===== config.mk =====
export PLATFORM = sky130hd
export DESIGN_NAME = ascii_sensor_frame_parser
export DESIGN_NICKNAME = d
export VERILOG_FILES = /design/src/design/asfp_pkg.sv /design/src/design/ascii_sensor_frame_parser.sv
export VERILOG_INCLUDE_DIRS = /design/src /design/src/design
export SDC_FILE = /design/constraint.sdc
export NUM_CORES = 1
export LEC_CHECK = 0
export BUFFER_PORTS_ARGS = -buffer_cell sky130_fd_sc_hd__buf_2
export CAP_MARGIN = 20
export CELL_PAD_IN_SITES_DETAIL_PLACEMENT = 1
export CELL_PAD_IN_SITES_GLOBAL_PLACEMENT = 1
export CORE_ASPECT_RATIO = 0.75
export CORE_MARGIN = 3
export CORE_UTILIZATION = 24
export CTS_CLUSTER_DIAMETER = 100
export CTS_CLUSTER_SIZE = 30
export DETAILED_ROUTE_END_ITERATION = 12
export GPL_TIMING_DRIVEN = 0
export HOLD_SLACK_MARGIN = 0.05
export PLACE_DENSITY_LB_ADDON = 0.1
export SLEW_MARGIN = 5
export SYNTH_ARGS = -nofsm -noshare
export SYNTH_HDL_FRONTEND = slang
export SYNTH_SLANG_ARGS = --single-unit

===== constraint.sdc =====
create_clock -name aclk -period 5.2 [get_ports aclk]
set_input_delay 0.26 -clock aclk [delete_from_list [all_inputs] [get_ports aclk]]
set_output_delay 0.26 -clock aclk [all_outputs]
set_load 0.02 [all_outputs]

===== src/design/ascii_sensor_frame_parser_macros.svh =====
// Assertion macros for the sensor frame parser.
`ifndef ASCII_SENSOR_FRAME_PARSER_MACROS_SVH
`define ASCII_SENSOR_FRAME_PARSER_MACROS_SVH

// Same-cycle implication, off while reset is asserted.
`define ASFP_ASSERT_NOW(label, clk, rstn, ante, cons, msg) \
    label: assert property (@(posedge clk) disable iff (!(rstn)) (ante) |-> (cons)) \
        else $error(msg);

// Next-cycle implication, off while reset is asserted.
`define ASFP_ASSERT_NEXT(label, clk, rstn, ante, cons, msg) \
    label: assert property (@(posedge clk) disable iff (!(rstn)) (ante) |=> (cons)) \
        else $error(msg);

`endif


===== src/design/asfp_pkg.sv =====
// Types and character codes for the sensor frame parser.
`timescale 1ns / 1ps

package asfp_pkg;

    localparam logic [7:0] CH_START  = 8'h24;  // '$'
    localparam logic [7:0] CH_END    = 8'h23;  // '#'
    localparam logic [7:0] CH_HEADER = 8'h41;  // 'A'
    localparam logic [7:0] CH_COMMA  = 8'h2C;
    localparam logic [7:0] CH_COLON  = 8'h3A;
    localparam logic [7:0] CH_PLUS   = 8'h2B;
    localparam logic [7:0] CH_MINUS  = 8'h2D;
    localparam logic [7:0] CH_SPACE  = 8'h20;
    localparam logic [7:0] CH_TAB    = 8'h09;
    localparam logic [7:0] CH_CR     = 8'h0D;
    localparam logic [7:0] CH_ZERO   = 8'h30;
    localparam logic [7:0] CH_NINE   = 8'h39;
    localparam logic [7:0] CH_NUL    = 8'h00;

    localparam logic [3:0]  FIELD_CAP = 4'd9;
    localparam logic [1:0]  SUB_CAP   = 2'd2;
    localparam logic [16:0] MAG_CAP   = 17'd32768;
    localparam logic [15:0] POS_MAX   = 16'd32767;

    typedef enum logic [1:0] {
        ST_OK         = 2'd0,
        ST_BAD_HEADER = 2'd1,
        ST_TOO_LONG   = 2'd2
    } frame_status_t;

    typedef enum logic [1:0] {
        NUM_BLANKS  = 2'd0,
        NUM_DIGITS  = 2'd1,
        NUM_STOPPED = 2'd2
    } num_phase_t;

endpackage


===== src/design/ascii_sensor_frame_parser.sv =====
// Byte-at-a-time parser for "$A,IR1:v1,...#" sensor frames.
//
//  channel | dir | handshake          | payload
//  --------+-----+--------------------+--------------------------------------------
//  s_      | in  | s_valid / s_ready  | s_rx_byte
//  m_      | out | m_valid / m_ready  | m_frame_status, m_value_0..7, m_updated_mask
//
// One byte is taken per cycle; a status result appears the cycle after its '#'
// (or aborting byte) is taken. The output stage is a single register: a byte is
// refused only while a result waits and m_ready is low.
// aresetn is synchronous, active low; it clears parser state and sensor values.
// m_value_* come straight from the sensor value registers, which only change on
// a committing '#', and that cannot be taken while an older result still waits.
`timescale 1ns / 1ps

module ascii_sensor_frame_parser
    import asfp_pkg::*;
#(
    parameter int MAX_FRAME_BYTES = 128,
    parameter int SENSOR_COUNT    = 8
) (
    input  logic        aclk,
    input  logic        aresetn,
    input  logic        s_valid,
    output logic        s_ready,
    input  logic [7:0]  s_rx_byte,
    output logic        m_valid,
    input  logic        m_ready,
    output logic [1:0]  m_frame_status,
    output logic signed [15:0] m_value_0,
    output logic signed [15:0] m_value_1,
    output logic signed [15:0] m_value_2,
    output logic signed [15:0] m_value_3,
    output logic signed [15:0] m_value_4,
    output logic signed [15:0] m_value_5,
    output logic signed [15:0] m_value_6,
    output logic signed [15:0] m_value_7,
    output logic [7:0]  m_updated_mask
);

`include "ascii_sensor_frame_parser_macros.svh"

    localparam logic [7:0] MAX_B = 8'(MAX_FRAME_BYTES);

    // parser state
    logic        in_frame_reg, in_frame_next;
    logic [7:0]  byte_count_reg, byte_count_next;
    logic        header_a_reg, header_a_next;
    logic        text_ended_reg, text_ended_next;
    logic [3:0]  field_index_reg, field_index_next;
    logic        field_nonempty_reg, field_nonempty_next;
    logic [1:0]  sub_index_reg, sub_index_next;
    logic        sub_nonempty_reg, sub_nonempty_next;
    num_phase_t  phase_reg, phase_next;
    logic        negative_reg, negative_next;
    logic [16:0] acc_reg, acc_next;
    logic [15:0] pending_reg [SENSOR_COUNT];
    logic [15:0] pending_next [SENSOR_COUNT];
    logic [SENSOR_COUNT-1:0] pending_mask_reg, pending_mask_next;
    logic [15:0] sensor_reg [SENSOR_COUNT];
    logic [15:0] sensor_next [SENSOR_COUNT];

    // result stage
    logic          m_valid_reg, m_valid_next;
    frame_status_t status_reg, status_next;
    logic [SENSOR_COUNT-1:0] mask_reg, mask_next;

    logic        accept;
    logic        emit;
    logic        is_digit;
    logic        is_blank;
    logic [19:0] acc_times10;
    logic [15:0] num_value;

    assign s_ready  = !m_valid_reg || m_ready;
    assign accept   = s_valid && s_ready;
    assign is_digit = (s_rx_byte >= CH_ZERO) && (s_rx_byte <= CH_NINE);
    assign is_blank = (s_rx_byte == CH_SPACE) ||
                      ((s_rx_byte >= CH_TAB) && (s_rx_byte <= CH_CR));
    assign acc_times10 = {acc_reg, 3'b000} + {2'b00, acc_reg, 1'b0}
                       + {16'd0, s_rx_byte[3:0]};

    // value of the number after this byte is fed in
    always_comb begin
        if (negative_next) begin
            num_value = 16'(17'd0 - acc_next);
        end else if (acc_next > {1'b0, POS_MAX}) begin
            num_value = POS_MAX;
        end else begin
            num_value = acc_next[15:0];
        end
    end

    always_comb begin
        logic feed;
        in_frame_next       = in_frame_reg;
        byte_count_next     = byte_count_reg;
        header_a_next       = header_a_reg;
        text_ended_next     = text_ended_reg;
        field_index_next    = field_index_reg;
        field_nonempty_next = field_nonempty_reg;
        sub_index_next      = sub_index_reg;
        sub_nonempty_next   = sub_nonempty_reg;
        phase_next          = phase_reg;
        negative_next       = negative_reg;
        acc_next            = acc_reg;
        pending_next        = pending_reg;
        pending_mask_next   = pending_mask_reg;
        sensor_next         = sensor_reg;
        emit                = 1'b0;
        status_next         = status_reg;
        mask_next           = mask_reg;
        feed                = 1'b0;

        if (accept) begin
            if (s_rx_byte == CH_START) begin
                in_frame_next       = 1'b1;
                byte_count_next     = 8'd1;
                header_a_next       = 1'b0;
                text_ended_next     = 1'b0;
                field_index_next    = 4'd0;
                field_nonempty_next = 1'b1;
                sub_index_next      = 2'd0;
                sub_nonempty_next   = 1'b1;
                phase_next          = NUM_BLANKS;
                negative_next       = 1'b0;
                acc_next            = 17'd0;
                pending_mask_next   = '0;
            end else if (in_frame_reg) begin
                if (byte_count_reg >= MAX_B) begin
                    in_frame_next   = 1'b0;
                    byte_count_next = 8'd0;
                    emit            = 1'b1;
                    status_next     = ST_TOO_LONG;
                    mask_next       = '0;
                end else begin
                    if (byte_count_reg == 8'd1) begin
                        header_a_next = (s_rx_byte == CH_HEADER);
                    end
                    byte_count_next = byte_count_reg + 8'd1;
                    if (s_rx_byte == CH_END) begin
                        in_frame_next   = 1'b0;
                        byte_count_next = 8'd0;
                        emit            = 1'b1;
                        if (header_a_next) begin
                            status_next = ST_OK;
                            mask_next   = pending_mask_reg;
                            for (int k = 0; k < SENSOR_COUNT; k++) begin
                                if (pending_mask_reg[k]) begin
                                    sensor_next[k] = pending_reg[k];
                                end
                            end
                        end else begin
                            status_next = ST_BAD_HEADER;
                            mask_next   = '0;
                        end
                    end else if (text_ended_reg) begin
                        // text is over; bytes only count toward the length
                    end else if (s_rx_byte == CH_NUL) begin
                        text_ended_next = 1'b1;
                    end else if (s_rx_byte == CH_COMMA) begin
                        if (field_nonempty_reg && (field_index_reg < FIELD_CAP)) begin
                            field_index_next = field_index_reg + 4'd1;
                        end
                        field_nonempty_next = 1'b0;
                        sub_index_next      = 2'd0;
                        sub_nonempty_next   = 1'b0;
                        phase_next          = NUM_BLANKS;
                        negative_next       = 1'b0;
                        acc_next            = 17'd0;
                    end else if (s_rx_byte == CH_COLON) begin
                        field_nonempty_next = 1'b1;
                        if (sub_nonempty_reg && (sub_index_reg < SUB_CAP)) begin
                            sub_index_next = sub_index_reg + 2'd1;
                        end
                        sub_nonempty_next = 1'b0;
                        phase_next        = NUM_BLANKS;
                        negative_next     = 1'b0;
                        acc_next          = 17'd0;
                    end else begin
                        field_nonempty_next = 1'b1;
                        sub_nonempty_next   = 1'b1;
                        feed = (sub_index_reg == 2'd1) && (field_index_reg != 4'd0) &&
                               ({28'd0, field_index_reg} <= SENSOR_COUNT);
                    end
                end
            end
        end

        // atoi step on the second sub-token
        if (feed) begin
            case (phase_reg)
                NUM_BLANKS: begin
                    if (is_blank) begin
                        phase_next = NUM_BLANKS;
                    end else if ((s_rx_byte == CH_PLUS) || (s_rx_byte == CH_MINUS)) begin
                        negative_next = (s_rx_byte == CH_MINUS);
                        phase_next    = NUM_DIGITS;
                    end else if (is_digit) begin
                        acc_next   = {13'd0, s_rx_byte[3:0]};
                        phase_next = NUM_DIGITS;
                    end else begin
                        phase_next = NUM_STOPPED;
                    end
                end
                NUM_DIGITS: begin
                    if (is_digit) begin
                        acc_next = (acc_times10 > {3'd0, MAG_CAP}) ? MAG_CAP
                                                                    : acc_times10[16:0];
                    end else begin
                        phase_next = NUM_STOPPED;
                    end
                end
                default: begin
                    phase_next = phase_reg;
                end
            endcase
            for (int k = 0; k < SENSOR_COUNT; k++) begin
                if (field_index_reg == 4'(k + 1)) begin
                    pending_next[k]      = num_value;
                    pending_mask_next[k] = 1'b1;
                end
            end
        end

        if (emit) begin
            m_valid_next = 1'b1;
        end else if (m_ready) begin
            m_valid_next = 1'b0;
        end else begin
            m_valid_next = m_valid_reg;
        end
    end

    always_ff @(posedge aclk) begin
        if (!aresetn) begin
            in_frame_reg       <= 1'b0;
            byte_count_reg     <= 8'd0;
            header_a_reg       <= 1'b0;
            text_ended_reg     <= 1'b0;
            field_index_reg    <= 4'd0;
            field_nonempty_reg <= 1'b0;
            sub_index_reg      <= 2'd0;
            sub_nonempty_reg   <= 1'b0;
            phase_reg          <= NUM_BLANKS;
            negative_reg       <= 1'b0;
            acc_reg            <= 17'd0;
            pending_mask_reg   <= '0;
            m_valid_reg        <= 1'b0;
            for (int k = 0; k < SENSOR_COUNT; k++) begin
                sensor_reg[k] <= 16'd0;
            end
        end else begin
            in_frame_reg       <= in_frame_next;
            byte_count_reg     <= byte_count_next;
            header_a_reg       <= header_a_next;
            text_ended_reg     <= text_ended_next;
            field_index_reg    <= field_index_next;
            field_nonempty_reg <= field_nonempty_next;
            sub_index_reg      <= sub_index_next;
            sub_nonempty_reg   <= sub_nonempty_next;
            phase_reg          <= phase_next;
            negative_reg       <= negative_next;
            acc_reg            <= acc_next;
            pending_mask_reg   <= pending_mask_next;
            m_valid_reg        <= m_valid_next;
            sensor_reg         <= sensor_next;
        end
    end

    // payload only: pending entries are gated by the mask, results by m_valid
    always_ff @(posedge aclk) begin
        pending_reg <= pending_next;
        status_reg  <= status_next;
        mask_reg    <= mask_next;
    end

    logic [15:0] value_out [8];

    for (genvar g = 0; g < 8; g++) begin : g_value
        if (g < SENSOR_COUNT) begin : g_used
            assign value_out[g] = sensor_reg[g];
        end else begin : g_unused
            assign value_out[g] = 16'd0;
        end
    end

    assign m_valid        = m_valid_reg;
    assign m_frame_status = status_reg;
    assign m_updated_mask = 8'(mask_reg);
    assign m_value_0      = value_out[0];
    assign m_value_1      = value_out[1];
    assign m_value_2      = value_out[2];
    assign m_value_3      = value_out[3];
    assign m_value_4      = value_out[4];
    assign m_value_5      = value_out[5];
    assign m_value_6      = value_out[6];
    assign m_value_7      = value_out[7];

    `ASFP_ASSERT_NOW(a_mask_only_ok, aclk, aresetn, m_valid && (m_updated_mask != 8'd0), m_frame_status == ST_OK, "update mask set on a failed frame")
    `ASFP_ASSERT_NOW(a_idle_count, aclk, aresetn, !in_frame_reg, byte_count_reg == 8'd0, "byte count live outside a frame")
    `ASFP_ASSERT_NOW(a_count_cap, aclk, aresetn, in_frame_reg, (byte_count_reg != 8'd0) && (byte_count_reg <= MAX_B), "frame byte count out of range")
    `ASFP_ASSERT_NEXT(a_start, aclk, aresetn, accept && (s_rx_byte == CH_START), in_frame_reg && (byte_count_reg == 8'd1) && (pending_mask_reg == '0), "start byte did not open a frame")

endmodule


==> results.ini <==
[placement]
gp_congestion=0.7764
place_hpwl_um=34460
dp.cells=2187
numPortBuffers=149

[sta]
timing.hold.ws_ns=0.1054
hold_violations=0
tightest_slew_ns=0.9726
final.min_clock_period_ns=4.981
slew_headroom_pct=35.16
finalSetupTns_ns=0
finClkSkew_ns=0.03764
max_clock_freq_mhz=200.8
setup_violations=0
final-max-slew-violation-count=0
period_share_pct=95.78

[power_and_ir_drop]
p_per_area_nw_per_um2=257.7
vdd_drop_max_v=0.0001704
power_mw=4.213
p_leak_nw=6.102

[worst_hold_path]
holdPathStages=3
min_path_type=in2reg

[detailed_routing]
drc=0
vias_per_cell=4.584
dr.pass1.iters=5
vias=10250
totalWireLength_um=46220
drtAntennaViolNets=0
wl_per_cell_um=20.67
drtIter0Drc=516

[synthesis]
netlist_area_sq_um=13500
synth-edff-count=138
async_flop_share_pct=0
synth_nets=1359
syn_inst=1303
synthTopCellsByArea=edfxtp_1 31%, dfxtp_1 26%, nand2_1 8.8%, a21boi_0 7.3%, ha_1 3.9%
yosys_warnings=0
synth_largest_area_cell=edfxtp_1
yosysSeqAreaShare_pct=56.79
synth_cell_types=83
syn_avg_cell_area_sq_um=10.36
synth_ff_type=dfxtp_1
yosysTopAreaCellShare_pct=30.69
synth_seq_cells=314

[die]
die-area_sq_um=59170
ios=152
rows=74
design.core.area_sq_um=55000
chipHeight_um=211.4
start_util_pct=24.55
die-width_um=279.9

[setup_path]
cp.required_ns=5.56
reg2reg_depth=17
end_kind=register
critical_path_class=reg2reg
crit_arrival_ns=5.34
cp-start-kind=register
crit_fanout=9

[cts]
cts_inserted_buffers=16
cts_max_path_buffers=3
cts_tree=built
clkTransAtPathRegs_ns=0.11
cts.htree.levels=1
clk_latency_ns=0.53
cts_root_buf=clkbuf_16
cts_sinks=314

[global_route]
grt_max_degree=32
grt_overflow=0
grt_pass1_wl_um=68330
grt_use_total_pct=15.38
grt_pass1_vias=10300
antenna_found_initial=10

[layout]
drive_gt1_share_pct=18.65
mostFrequentLayoutCell=nand2_1
instances_no_fill=2236
final_cell_mix=318 x nand2_1, 174 x dfxtp_1, 156 x buf_2, 138 x edfxtp_1, 132 x a21boi_0
largest_reg_flops=128
syn_to_final_growth_pct=21.09
fin_nets=1558

[status]
status=complete, no violations

[run]
timing.max_cap.violations=0

-- worst paths after layout --
path	startpoint	endpoint	slack, ns
max	acc_reg[2]$_SDFF_PN0_	pending_reg[91]$_DFFE_PP_	0.22
min	s_valid	byte_count_reg[0]$_SDFFE_PN0P_	0.11
max reg2reg	acc_reg[2]$_SDFF_PN0_	pending_reg[91]$_DFFE_PP_	0.22
min reg2reg	m_value_6[6]$_SDFFE_PN0P_	m_value_6[6]$_SDFFE_PN0P_	0.46
-- synthesized netlist by cell type (19+ instances only) --
cell / number
clkbuf_1: 52
a21boi_0: 132
nor2b_1: 19
ha_1: 42
nor3_1: 23
o21ai_0: 27
edfxtp_1: 138
a21oi_1: 49
inv_1: 23
and2_1: 37
nand2_1: 318
dfxtp_1: 176
nor2_1: 47
-- critical path, cell delays in order, from the launching register on --
cell       delay, ns
dfxtp_4         0.38
inv_1           0.05
fa_1            0.47
buf_4           0.16
fa_2            0.43
nor2b_4         0.16
o31ai_4         0.10
a21oi_2         0.30
o32a_1          0.22
o2111ai_2       0.22
nor3_2          0.54
and3_1          0.24
buf_2           0.26
a221o_2         0.30
nor2_1          0.13
a31o_1          0.27
a31oi_4         0.33
buf_6           0.24
-- kinds of logic after synthesis --
kind of cell             count (synthesis)  synth area share [%]
AND/OR/NAND/NOR                        525                 18.01
flip-flops                             314                 56.79
AO/OA/AOI/OAI                          310                 16.91
buffers and inverters                   88                 2.650
adder cells (fa/ha/maj)                 44                 4.189
XOR/XNOR                                20                 1.297
multiplexers                             2                0.1575
-- power breakdown --
| group | internal [mW] | total (mW) | switching (mW) |
|---|---|---|---|
| Combinational | 0.0299 | 0.0820 | 0.0521 |
| Sequential | 2.55 | 2.55 | 0.000127 |
| Clock | 0.694 | 1.58 | 0.887 |
-- final cells by class --
type,count,area (sq um)
Antenna cell,2,5.005
Buffer,65,271.5
Clock buffer,23,447.9
Clock inverter,5,115.1
Fill cell,6340,38650
Inverter,23,86.33
Multi-Input combinational cell,901,5798
Sequential cell,314,7672
Tap cell,722,903.4
Timing Repair Buffer,181,1050
-- stage by stage --
step	instance area, sq um	worst slack, ns	util, %
6_report	16350	0.2193	29.73
5_1_grt	16340	-0.05961	29.72
4_1_cts	16110	0.01586	29.30
3_5_place_dp	15350	-0.9849	27.92
3_3_place_gp	15150	-2.634	27.55
2_1_floorplan	13500	0.6929	-
-- layer usage --
metal / track usage, % / vias to the layer above / share of wire, % / routed length [um]
li1: - / 4984 / - / -
met1: 23.90 / 5080 / 53 / 24360
met2: 23.16 / 154 / 43 / 19720
met3: 1.951 / 32 / 3.4 / 1583
met4: 2.107 / 0 / 1.2 / 558
met5: 0 / - / 0 / 0
-- timing repair --
| item | in CTS | in global routing |
|---|---|---|
| resized for setup | 26 | 22 |
| pin swaps | 4 | 15 |
| buffers inserted | 4 | 14 |
| hold buffers | 0 | 0 |
| setup endpoints to repair | 117 | 97 |
(Power assumes the default switching activity.)
